### src/design/ilrp_pkg.sv
// Package with constants, codes and controller/datapath types of the ring pool.
package ilrp_pkg;

   localparam int ENTRIES = 256;
   localparam int LINK_W  = (ENTRIES > 1) ? $clog2(ENTRIES) : 1;
   localparam int IDX_W   = 8;

   localparam logic [1:0] OP_MOVE  = 2'd0;
   localparam logic [1:0] OP_CROSS = 2'd1;
   localparam logic [1:0] OP_READ  = 2'd2;

   // Datapath step selects which link writes and captures happen this cycle.
   localparam logic [2:0] STEP_IDLE = 3'd0;
   localparam logic [2:0] STEP_CLR  = 3'd1;
   localparam logic [2:0] STEP_M2   = 3'd2;
   localparam logic [2:0] STEP_M3   = 3'd3;
   localparam logic [2:0] STEP_M4   = 3'd4;
   localparam logic [2:0] STEP_X2   = 3'd5;
   localparam logic [2:0] STEP_X3   = 3'd6;
   localparam logic [2:0] STEP_X4   = 3'd7;

   localparam logic [1:0] RSP_NONE = 2'd0;
   localparam logic [1:0] RSP_MOVE = 2'd1;
   localparam logic [1:0] RSP_READ = 2'd2;

   typedef struct packed {
      logic       load_idx;
      logic       rd_next;
      logic       rd_prev;
      logic       rd_b;
      logic [2:0] step;
      logic [1:0] rsp;
   } ilrp_cmd_type;

   typedef struct packed {
      logic clr_last;
      logic a_ok;
      logic b_ok;
      logic slot_free;
   } ilrp_status_type;

endpackage

### src/design/ilrp_ram.sv
// Generic single-write, single-read RAM with registered, read-first read data.
module ilrp_ram #(
   parameter int WIDTH = 8,
   parameter int DEPTH = 256
) (
   input  logic                     clock,
   input  logic                     wr_en,
   input  logic [$clog2(DEPTH)-1:0] wr_addr,
   input  logic [WIDTH-1:0]         wr_data,
   input  logic                     rd_en,
   input  logic [$clog2(DEPTH)-1:0] rd_addr,
   output logic [WIDTH-1:0]         rd_data
);

   logic [WIDTH-1:0] mem_ff [DEPTH];
   logic [WIDTH-1:0] rd_data_ff;

   always_ff @(posedge clock) begin
      if (wr_en) begin
         mem_ff[wr_addr] <= wr_data;
      end
      if (rd_en) begin
         rd_data_ff <= mem_ff[rd_addr];
      end
   end

   assign rd_data = rd_data_ff;

endmodule

### src/design/ilrp_ctrl.sv
// Controller state machine that sequences the link reads and writes of each item.
module ilrp_ctrl
   import ilrp_pkg::*;
(
   input  logic            clock,
   input  logic            reset,
   input  logic            req_valid,
   input  logic [1:0]      req_op,
   input  ilrp_status_type status,
   output logic            req_ready,
   output ilrp_cmd_type    cmd
);

   localparam logic [3:0] S_CLR  = 4'd0;
   localparam logic [3:0] S_IDLE = 4'd1;
   localparam logic [3:0] S_M2   = 4'd2;
   localparam logic [3:0] S_M3   = 4'd3;
   localparam logic [3:0] S_M4   = 4'd4;
   localparam logic [3:0] S_X2   = 4'd5;
   localparam logic [3:0] S_X3   = 4'd6;
   localparam logic [3:0] S_X4   = 4'd7;
   localparam logic [3:0] S_R2   = 4'd8;

   logic [3:0] state_ff;
   logic [3:0] state_in;

   always_ff @(posedge clock) begin
      if (reset) begin
         state_ff <= S_CLR;
      end else begin
         state_ff <= state_in;
      end
   end

   always_comb begin
      state_in     = state_ff;
      req_ready    = 1'b0;
      cmd          = '0;
      cmd.step     = STEP_IDLE;
      cmd.rsp      = RSP_NONE;
      case (state_ff)
         S_CLR: begin
            cmd.step = STEP_CLR;
            if (status.clr_last) begin
               state_in = S_IDLE;
            end
         end
         S_IDLE: begin
            req_ready    = 1'b1;
            cmd.rd_next  = 1'b1;
            cmd.rd_prev  = 1'b1;
            cmd.load_idx = req_valid;
            if (req_valid) begin
               // Unknown codes and out-of-range indexes are taken and dropped.
               case (req_op)
                  OP_MOVE: begin
                     if (status.a_ok && status.b_ok) begin
                        state_in = S_M2;
                     end
                  end
                  OP_CROSS: begin
                     if (status.a_ok && status.b_ok) begin
                        state_in = S_X2;
                     end
                  end
                  OP_READ: begin
                     if (status.a_ok) begin
                        state_in = S_R2;
                     end
                  end
                  default: begin
                     state_in = S_IDLE;
                  end
               endcase
            end
         end
         S_M2: begin
            cmd.step    = STEP_M2;
            cmd.rd_next = 1'b1;
            cmd.rd_b    = 1'b1;
            state_in    = S_M3;
         end
         S_M3: begin
            cmd.step = STEP_M3;
            state_in = S_M4;
         end
         S_M4: begin
            // The final writes repeat harmlessly while the result slot is full.
            cmd.step = STEP_M4;
            if (status.slot_free) begin
               cmd.rsp  = RSP_MOVE;
               state_in = S_IDLE;
            end
         end
         S_X2: begin
            cmd.step    = STEP_X2;
            cmd.rd_next = 1'b1;
            cmd.rd_b    = 1'b1;
            state_in    = S_X3;
         end
         S_X3: begin
            cmd.step = STEP_X3;
            state_in = S_X4;
         end
         S_X4: begin
            cmd.step = STEP_X4;
            state_in = S_IDLE;
         end
         S_R2: begin
            if (status.slot_free) begin
               cmd.rsp  = RSP_READ;
               state_in = S_IDLE;
            end
         end
         default: begin
            state_in = S_CLR;
         end
      endcase
   end

endmodule

### src/design/ilrp_dpath.sv
// Datapath with the two link memories, operand registers and the result register.
module ilrp_dpath
   import ilrp_pkg::*;
(
   input  logic              clock,
   input  logic              reset,
   input  ilrp_cmd_type      cmd,
   input  logic [IDX_W-1:0]  req_index_a,
   input  logic [IDX_W-1:0]  req_index_b,
   input  logic              rsp_ready,
   output ilrp_status_type   status,
   output logic              rsp_valid,
   output logic [7:0]        rsp_next_of,
   output logic [7:0]        rsp_prev_of
);

   localparam logic [LINK_W-1:0] LAST = LINK_W'(ENTRIES - 1);

   logic [LINK_W-1:0] clr_ff;
   logic [LINK_W-1:0] a_ff;
   logic [LINK_W-1:0] b_ff;
   logic [LINK_W-1:0] n_ff;
   logic [LINK_W-1:0] p_ff;
   logic [LINK_W-1:0] t_ff;
   logic              rsp_valid_ff;
   logic [7:0]        rsp_next_ff;
   logic [7:0]        rsp_prev_ff;

   logic [LINK_W-1:0] req_a;
   logic [LINK_W-1:0] req_b;
   logic [LINK_W-1:0] next_rdata;
   logic [LINK_W-1:0] prev_rdata;
   logic [LINK_W-1:0] next_raddr;
   logic [LINK_W-1:0] t_move;
   logic              next_we;
   logic [LINK_W-1:0] next_waddr;
   logic [LINK_W-1:0] next_wdata;
   logic              prev_we;
   logic [LINK_W-1:0] prev_waddr;
   logic [LINK_W-1:0] prev_wdata;

   assign req_a = LINK_W'(req_index_a);
   assign req_b = LINK_W'(req_index_b);

   assign status.a_ok      = 32'(req_index_a) < ENTRIES;
   assign status.b_ok      = 32'(req_index_b) < ENTRIES;
   assign status.clr_last  = clr_ff == LAST;
   assign status.slot_free = !rsp_valid_ff || rsp_ready;

   assign next_raddr = cmd.rd_b ? b_ff : req_a;

   // The read of next(B) in the second move step misses that step's own write
   // and the earlier self-link of A, so both are forwarded here.
   assign t_move = (b_ff == p_ff) ? n_ff :
                   (b_ff == a_ff) ? a_ff : next_rdata;

   always_comb begin
      next_we    = 1'b0;
      next_waddr = '0;
      next_wdata = '0;
      prev_we    = 1'b0;
      prev_waddr = '0;
      prev_wdata = '0;
      case (cmd.step)
         STEP_CLR: begin
            next_we    = 1'b1;
            next_waddr = clr_ff;
            next_wdata = (clr_ff == LAST) ? '0 : clr_ff + 1'b1;
            prev_we    = 1'b1;
            prev_waddr = clr_ff;
            prev_wdata = (clr_ff == '0) ? LAST : clr_ff - 1'b1;
         end
         STEP_M2: begin
            next_we    = 1'b1;
            next_waddr = prev_rdata;
            next_wdata = next_rdata;
            prev_we    = 1'b1;
            prev_waddr = next_rdata;
            prev_wdata = prev_rdata;
         end
         STEP_M3: begin
            next_we    = 1'b1;
            next_waddr = a_ff;
            next_wdata = t_move;
            prev_we    = 1'b1;
            prev_waddr = a_ff;
            prev_wdata = b_ff;
         end
         STEP_M4: begin
            next_we    = 1'b1;
            next_waddr = b_ff;
            next_wdata = a_ff;
            prev_we    = 1'b1;
            prev_waddr = t_ff;
            prev_wdata = a_ff;
         end
         STEP_X3: begin
            next_we    = 1'b1;
            next_waddr = a_ff;
            next_wdata = next_rdata;
            prev_we    = 1'b1;
            prev_waddr = next_rdata;
            prev_wdata = a_ff;
         end
         STEP_X4: begin
            next_we    = 1'b1;
            next_waddr = b_ff;
            next_wdata = n_ff;
            prev_we    = 1'b1;
            prev_waddr = n_ff;
            prev_wdata = b_ff;
         end
         default: begin
            next_we = 1'b0;
         end
      endcase
   end

   ilrp_ram #(.WIDTH(LINK_W), .DEPTH(ENTRIES)) u_next_ram (
      .clock   (clock),
      .wr_en   (next_we),
      .wr_addr (next_waddr),
      .wr_data (next_wdata),
      .rd_en   (cmd.rd_next),
      .rd_addr (next_raddr),
      .rd_data (next_rdata)
   );

   ilrp_ram #(.WIDTH(LINK_W), .DEPTH(ENTRIES)) u_prev_ram (
      .clock   (clock),
      .wr_en   (prev_we),
      .wr_addr (prev_waddr),
      .wr_data (prev_wdata),
      .rd_en   (cmd.rd_prev),
      .rd_addr (req_a),
      .rd_data (prev_rdata)
   );

   always_ff @(posedge clock) begin
      if (reset) begin
         clr_ff       <= '0;
         rsp_valid_ff <= 1'b0;
      end else begin
         if (cmd.step == STEP_CLR) begin
            clr_ff <= clr_ff + 1'b1;
         end
         if (cmd.rsp != RSP_NONE) begin
            rsp_valid_ff <= 1'b1;
         end else if (rsp_ready) begin
            rsp_valid_ff <= 1'b0;
         end
      end
   end

   always_ff @(posedge clock) begin
      if (cmd.load_idx) begin
         a_ff <= req_a;
         b_ff <= req_b;
      end
      if (cmd.step == STEP_M2) begin
         n_ff <= next_rdata;
         p_ff <= prev_rdata;
      end
      if (cmd.step == STEP_X2) begin
         n_ff <= next_rdata;
      end
      if (cmd.step == STEP_M3) begin
         t_ff <= t_move;
      end
      case (cmd.rsp)
         RSP_MOVE: begin
            rsp_next_ff <= 8'(n_ff);
            rsp_prev_ff <= 8'd0;
         end
         RSP_READ: begin
            rsp_next_ff <= 8'(next_rdata);
            rsp_prev_ff <= 8'(prev_rdata);
         end
         default: begin
            rsp_next_ff <= rsp_next_ff;
         end
      endcase
   end

   assign rsp_valid   = rsp_valid_ff;
   assign rsp_next_of = rsp_next_ff;
   assign rsp_prev_of = rsp_prev_ff;

endmodule

### src/design/index_linked_ring_pool_core.sv
// Top level of the linked ring pool: controller plus link memory datapath.
//
//   channel  direction  handshake            payload
//   req      in         req_valid/req_ready  req_op, req_index_a, req_index_b
//   rsp      out        rsp_valid/rsp_ready  rsp_next_of, rsp_prev_of
//
// A move steps through M2, M3 and M4 once taken, a cross through X2, X3, X4
// and a read through R2, set by the single write port of each link memory and
// its registered read. After reset a clearing pass writes the initial ring,
// one entry per cycle over all ENTRIES (256) entries, with req_ready low.
// A finished result waits in the output register; a later move or read stalls
// in its last step until that register is free. Dropped items leave it idle.
module index_linked_ring_pool_core
   import ilrp_pkg::*;
(
   input  logic             clock,
   input  logic             reset,
   input  logic             req_valid,
   output logic             req_ready,
   input  logic [1:0]       req_op,
   input  logic [IDX_W-1:0] req_index_a,
   input  logic [IDX_W-1:0] req_index_b,
   output logic             rsp_valid,
   input  logic             rsp_ready,
   output logic [7:0]       rsp_next_of,
   output logic [7:0]       rsp_prev_of
);

   ilrp_cmd_type    cmd;
   ilrp_status_type status;

   ilrp_ctrl u_ctrl (
      .clock     (clock),
      .reset     (reset),
      .req_valid (req_valid),
      .req_op    (req_op),
      .status    (status),
      .req_ready (req_ready),
      .cmd       (cmd)
   );

   ilrp_dpath u_dpath (
      .clock       (clock),
      .reset       (reset),
      .cmd         (cmd),
      .req_index_a (req_index_a),
      .req_index_b (req_index_b),
      .rsp_ready   (rsp_ready),
      .status      (status),
      .rsp_valid   (rsp_valid),
      .rsp_next_of (rsp_next_of),
      .rsp_prev_of (rsp_prev_of)
   );

endmodule

### config.mk
export PLATFORM = sky130hd
export DESIGN_NAME = index_linked_ring_pool_core
export DESIGN_NICKNAME = d
export VERILOG_FILES = /design/src/design/ilrp_pkg.sv /design/src/design/ilrp_ram.sv /design/src/design/ilrp_ctrl.sv /design/src/design/ilrp_dpath.sv /design/src/design/index_linked_ring_pool_core.sv
export SDC_FILE = /design/constraint.sdc
export NUM_CORES = 2
export LEC_CHECK = 0
export BUFFER_PORTS_ARGS = -buffer_cell sky130_fd_sc_hd__buf_2
export CORE_ASPECT_RATIO = 2
export CORE_MARGIN = 2
export CORE_UTILIZATION = 65
export DETAILED_ROUTE_END_ITERATION = 8
export PLACE_DENSITY = 0.87
export SYNTH_ARGS = -nofsm -noshare
export SYNTH_HDL_FRONTEND = slang
export SYNTH_SLANG_ARGS = --single-unit
### constraint.sdc
create_clock -name clock -period 15.5 [get_ports clock]
set_clock_uncertainty 0.05 [all_clocks]
set_input_delay 3.875 -clock clock [delete_from_list [all_inputs] [get_ports clock]]
set_output_delay 3.875 -clock clock [all_outputs]
set_load 0.005 [all_outputs]
-- Yosys cells after proc, flatten, opt, wreduce, memory -nomap -nowiden
Memories as Yosys holds them, arrays and structs flattened. A register that Yosys moved wholly into a read port is not among the register bits.
Cells that the tools add are included.
- memory bits (writable): 4096
- output and inout port bits: 18
- logic and storage cells: 89
- memories kept: 2
- bits of input ports: 22
- bits in registers: 69
- memory list (name ; words ; bits a word ; rd ports ; clocked after memory_dff ; write ports ; line ; source):
    u_dpath.u_next_ram.mem_ff ; 256 ; 8 ; 1 ; 1 ; 1 ; ilrp_ram.sv:15 ; logic [WIDTH-1:0] mem_ff [DEPTH];
    u_dpath.u_prev_ram.mem_ff ; 256 ; 8 ; 1 ; 1 ; 1 ; ilrp_ram.sv:15 ;
- reduce and logical (&&, ||, !) cells: 19
- equal/unequal tests: 25
- multiplexer cells: 31
- $add $sub $neg: 2
- operator list (cell ; count):
    $pmux W8 S5 ; 2
    $pmux W8 S4 ; 2
    $mux W8 ; 7
    $pmux W4 S8 ; 1
    $pmux W8 S2 ; 2
    $pmux W3 S7 ; 1
    $eq A4 B3 Y1 const B ; 4
    $eq A8 B8 Y1 ; 2
    $reduce_or A2 Y1 ; 7
    $eq A3 B3 Y1 const B ; 4
    $mux W4 ; 3
    $pmux W4 S3 ; 1
    $mux W1 ; 10
    $add A8 B1 Y8 const B ; 1
    $eq A4 B2 Y1 const B ; 2
    $eq A8 B8 Y1 const B ; 1
    $logic_not A8 Y1 ; 1
    $reduce_bool A2 Y1 ; 4
    $sub A8 B1 Y8 const B ; 1
    $eq A3 B2 Y1 const B ; 2
    $reduce_or A6 Y1 ; 1
    $eq A2 B1 Y1 const B ; 2
    $eq A2 B2 Y1 const B ; 2
    $eq A4 B1 Y1 const B ; 1
    12 further kinds ; 13

-- Longest topological paths before layout
- depth in word-level cells: 7
- depth in mapped cells: 16
- gate-level depth less buffers: 9

-- Cells and area by module
Synthesis repeated with hierarchy kept, for this count alone.
- cells, all modules: 7971
- area total of the unflattened synthesis: 164021.1 µm²
- modules (own cells, without submodules) (module ; cells an instance ; area each (µm²) ; instances ; sequential area each (µm²)):
    ilrp_ram ; 3733 ; 79636.4 ; 2 ; 61739.2
    ilrp_dpath ; 452 ; 4352.9 ; 1 ; 1861.8
    ilrp_ctrl ; 53 ; 395.4 ; 1 ; 80.1

-- Worst setup path after synthesis
No wires, ideal clock.
- path type: reg-to-reg
- from: register u_ctrl.state_ff[2]
- to: memory u_dpath.u_next_ram.mem_ff[0][3], data pin
- arrival: 8346 ps
- path slack: 5526 ps
- setup time: 1578 ps
- stages on the path, launching flop included: 6
- buffers on the path: 1
- period minus slack after synthesis: 9974 ps
- required time: 13872 ps
- cells stage by stage: dfxtp_1 -> or2_2 -> nor3_1 -> clkbuf_1 -> nand2_1 -> o2111ai_1
- cells in the longest elaborated chain, start to end: 5
- elaborated cells on any way between the ends: 16
- those cells by class: 12 x eq/ne; 2 x mux; 2 x reduce/logical
- ends and longest elaborated chain (item ; line ; source):
    start, declared ; ilrp_ctrl.sv:24 ; logic [3:0] state_ff;
    start signal, assigned ; ilrp_ctrl.sv:31 ; state_ff <= state_in;
    $eq A4 B3 Y1, or another cell as far along ; ilrp_ctrl.sv:41 ; case (state_ff)
    $pmux W3 S7 * ; ilrp_ctrl.sv:41 ;
    $eq A3 B3 Y1 / $eq A3 B2 Y1 (equally long branches) ; ilrp_dpath.sv:64 ; case (cmd.step)
    $reduce_or A2 Y1 (no source line) ; - ;
    $pmux W8 S5 * ; ilrp_dpath.sv:64 ;
    via u_dpath.next_wdata[3] ; ilrp_dpath.sv:37 ; logic [LINK_W-1:0] next_wdata;
    end, declared ; ilrp_ram.sv:15 ;
Mark *: on every way through the listed nets, which the timed path passes. The rest lies on a longest branch.

-- Worst setup path in the final report
- from: input port req_index_a[1]
- to: register u_dpath.u_next_ram.rd_data_ff[0], in the netlist u_dpath.u_next_ram.rd_data[0] (read register of u_dpath.u_next_ram.mem_ff), data pin
- cells in the longest elaborated chain, start to end: 1
- ends and longest elaborated chain (item ; line ; source):
    start, declared ; index_linked_ring_pool_core.sv:21 ; input logic [IDX_W-1:0] req_index_a,
    $mux W8 ; ilrp_dpath.sv:50 ; assign next_raddr = cmd.rd_b ? b_ff : req_a;
    end, declared ; ilrp_ram.sv:16 ; logic [WIDTH-1:0] rd_data_ff;
No other way between the ends.
A chain may end at the register's enable or synchronous reset.

==> run_results.csv <==
group,metric,value,unit
routing,via_per_inst,7.38,
clock_tree,clk_latency,0.93,ns
critical_path,arrival,10.17,ns
placed_design,port_buffers,39,
hold_path,min_path_cells,0,
sta,slew_violations,1,
routing,drt_wl_total,480000,µm
sta,rsz0062_at_grt,"no",
logic_synthesis,synthesis.area,165000,µm²
routing,drcViolationCount,2,
power_and_ir_drop,p_per_area,128,nW/µm²
critical_path,cp_max_fo,92,
clock_tree,postCtsHoldBufs,0,
sta,relSlewSlack,-0.00149,
hold_path,hold_path_startpoint,"u_dpath.u_prev_ram.rd_data[5]$_DFFE_PP_",
routing,post_drt_wl_per_cell,36.9,µm
logic_synthesis,synth_warnings,0,
critical_path,start_kind,"input port",
clock_tree,clk_pin_slew,0.07,ns
global_route,antenna_found_initial,38,
clock_tree,cts_buffers,336,
critical_path,reg2reg_slack,8.30,ns
sta,worst_pin_slew,1.49,ns
global_route,globalRoute.totalOverflow,0,
sta,period_minus_slack,9.50,ns
run_status,violations,"DRC, capacitance limit, slew limit",
final_layout,final_cell_mix,"4168 x edfxtp_1, 1549 x nand2_1, 680 x mux4_2, 585 x nor2_1, 383 x nand3_1",
placed_design,dp_hpwl,279000,µm
logic_synthesis,synth_simple_gate_area_share,0.0674,
critical_path,worstRegToRegCells,10,
sta,hold_ws,0.473,ns
hold_path,min_path_type,"flip-flop to flip-flop",
global_route,grt_start_max_net_pins,257,
routing,drtAntennaViolNets,0,
floorplanning,dieArea,258000,µm²
clock_tree,cts_root_buffer,"clkbuf_16",
final_layout,final_common_cell,"edfxtp_1",
final_layout,nNetsFinal,9467,
routing,vias,96000,
logic_synthesis,synth_nets,9529,
run,max-cap-violations,4,
logic_synthesis,ys_types,76,
power_and_ir_drop,leakage,0.0564,µW
power_and_ir_drop,power,22800,µW
logic_synthesis,muxShareOfSynthArea,0.111,
final_layout,drive_gt1_frac,0.148,
logic_synthesis,synthAdderAreaFrac,0.000380,
sta,post-route-period-util,0.613,
logic_synthesis,syn_inst,9502,
global_route,grt_pass1_vias,95100,
global_route,grt_util_all_layers,0.373,
critical_path,critPathCaptureType,"flip-flop",
sta,finalHoldViolCount,0,
placed_design,place.gp.congestion,0.970,
logic_synthesis,synth-xor-area-share,0.00181,
logic_synthesis,synth_top_family_by_area,"multiplexers",
floorplanning,core-area,252000,µm²
power_and_ir_drop,ir_worst_vdd,106,µV
clock_tree,cts.repair.resized,0,
clock_tree,clockBufferDepth,4,
sta,setup_viol,0,
critical_path,crit_type,"input port to flip-flop",
routing,drtPass1Iterations,9,
sta,fin_ws,6.00,ns
floorplanning,num_io_pins,40,
run_status,outcome,"finished, violations left",
clock_tree,cts_tree,"built",
critical_path,r2r_end,"u_dpath.u_next_ram.rd_data[5]$_DFFE_PP_",
floorplanning,start_util,0.653,
critical_path,r2r-start,"u_ctrl.state_ff[0]$_SDFFE_PP0P_",
floorplanning,die_w,360,µm
final_layout,syn2layout_area_growth,8.65,%
logic_synthesis,ys_seq_area_frac,0.761,
clock_tree,post_cts_buffers,0,
hold_path,min_to,"u_dpath.p_ff[5]$_DFFE_PN_",
logic_synthesis,synth_seq_cells,4181,
floorplanning,rows,261,
logic_synthesis,synthArstFlopShare,0,
clock_tree,clkSinkCount,4181,
routing,drtIter0Drc,16100,
sta,fmax,0.105,GHz
clock_tree,cts_max_level,5,
global_route,grt_pass1_wl,680000,µm
critical_path,critPathRequiredTime,16.17,ns
logic_synthesis,synth_edf_count,4168,
logic_synthesis,synth_top_flop_cell,"edfxtp_1",
logic_synthesis,avgSynthCellArea,17.3,µm²
floorplanning,die_h,716,µm
logic_synthesis,synth_compound_area_frac,0.0406,
placed_design,pre_cts_ws,5.75,ns
sta,finalSetupTns,0,ns
==> metal layers <==
metal	part of all wire	wire length [µm]	up-vias	global-route usage
met5	0.00039	187	-	0
met4	0.11	53600	22	0.328
met3	0.12	56500	2429	0.0898
met2	0.49	236000	8997	0.613
met1	0.28	134000	47300	0.404
li1	-	-	37200	-
==> state kept, by name, indices dropped and copies added (netlist names) <==
register,flops
u_dpath.a_ff,8
u_dpath.t_ff,8
u_dpath.u_next_ram.rd_data,8
u_dpath.u_prev_ram.mem_ff,2048
u_dpath.n_ff,8
u_ctrl.state_ff,4
u_dpath.rsp_next_of,8
u_dpath.u_next_ram.mem_ff,2048
u_dpath.clr_ff,8
u_dpath.rsp_prev_of,8
u_dpath.p_ff,8
u_dpath.b_ff,8
u_dpath.u_prev_ram.rd_data,8
u_dpath.rsp_valid,1
==> stage by stage <==
step	area (µm²)	instances	utilization
finish	179000	13000	0.709
global route	179000	13000	0.709
CTS	179000	13000	0.709
detailed placement	168000	12400	0.666
global placement	168000	12400	0.666
floorplan	165000	9502	-
==> cell type report <==
cell class	instances	area (µm²)
Clock inverter	186	1950
Fill cell	13700	73500
Inverter	12	45.0
Antenna cell	27	67.6
Multi-Input combinational cell	4696	36800
Clock buffer	407	8840
Tap cell	3287	4110
Timing Repair Buffer	213	1740
Sequential cell	4181	125000
==> cells in the mapped netlist (all sizes together), types with 12 or more instances <==
master	n	area share
a2111oi	34	0.0018
a211oi	12	0.00058
a21oi	361	0.011
a221o	15	0.00091
a221oi	99	0.0055
a22o	19	0.0010
a22oi	33	0.0015
a311oi	16	0.00085
a31oi	134	0.0051
a32o	20	0.0012
a32oi	100	0.0053
and2	14	0.00053
buf	349	0.011
clkbuf	264	0.0060
dfxtp	13	0.0016
edfxtp	4168	0.76
inv	12	0.00027
mux2	16	0.0011
mux2i	279	0.017
mux4	680	0.093
nand2	1551	0.035
nand3	388	0.012
nand4	21	0.00080
nor2	594	0.014
nor2b	12	0.00046
nor3	47	0.0015
nor4	38	0.0014
o2111ai	13	0.00069
o21ai	44	0.0013
o221ai	22	0.0012
xor2	25	0.0013
==> cell families after synthesis <==
family	Yosys count
AOI/OAI and AO/OA	974
buffers and inverters	625
muxes	975
adders and majority gates	5
DFF	4181
and+or+nand+nor	2708
xor gates and xnor gates	34
==> critical path: stages <==
cell and delay [ns]:
buf_8 0.56, nor2b_1 0.11, o21ai_0 0.45, o211a_4 0.86, buf_4 0.80, nor2_4 0.12, buf_4 0.41, a32oi_1 0.30
a2111oi_0 0.15, nor4_1 0.77, nand4_1 0.94, nor4_1 0.55
==> worst max path at each step <==
| stage | start | endpoint |
|---|---|---|
| after floorplan | u_ctrl.state_ff[2]$_SDFFE_PP0P_ | u_dpath.u_next_ram.mem_ff[0][3]$_DFFE_PP_ |
| after global placement | req_index_a[1] | u_dpath.u_next_ram.rd_data[0]$_DFFE_PP_ |
| after detailed placement | req_index_a[1] | u_dpath.u_next_ram.rd_data[7]$_DFFE_PP_ |
| after CTS | req_index_a[1] | u_dpath.u_next_ram.rd_data[0]$_DFFE_PP_ |
| after global routing | req_index_a[1] | u_dpath.u_next_ram.rd_data[0]$_DFFE_PP_ |
| final | req_index_a[1] | u_dpath.u_next_ram.rd_data[0]$_DFFE_PP_ |
==> power by group <==
group	leakage, µW	total (µW)	internal, µW	switching (µW)
Sequential	0.0375	12700	12700	7.39
Clock	0.00524	8690	4690	4000
Combinational	0.0137	1490	375	1110
Total	0.0564	22800	17700	5120
Power figures use the tool's default switching activity.
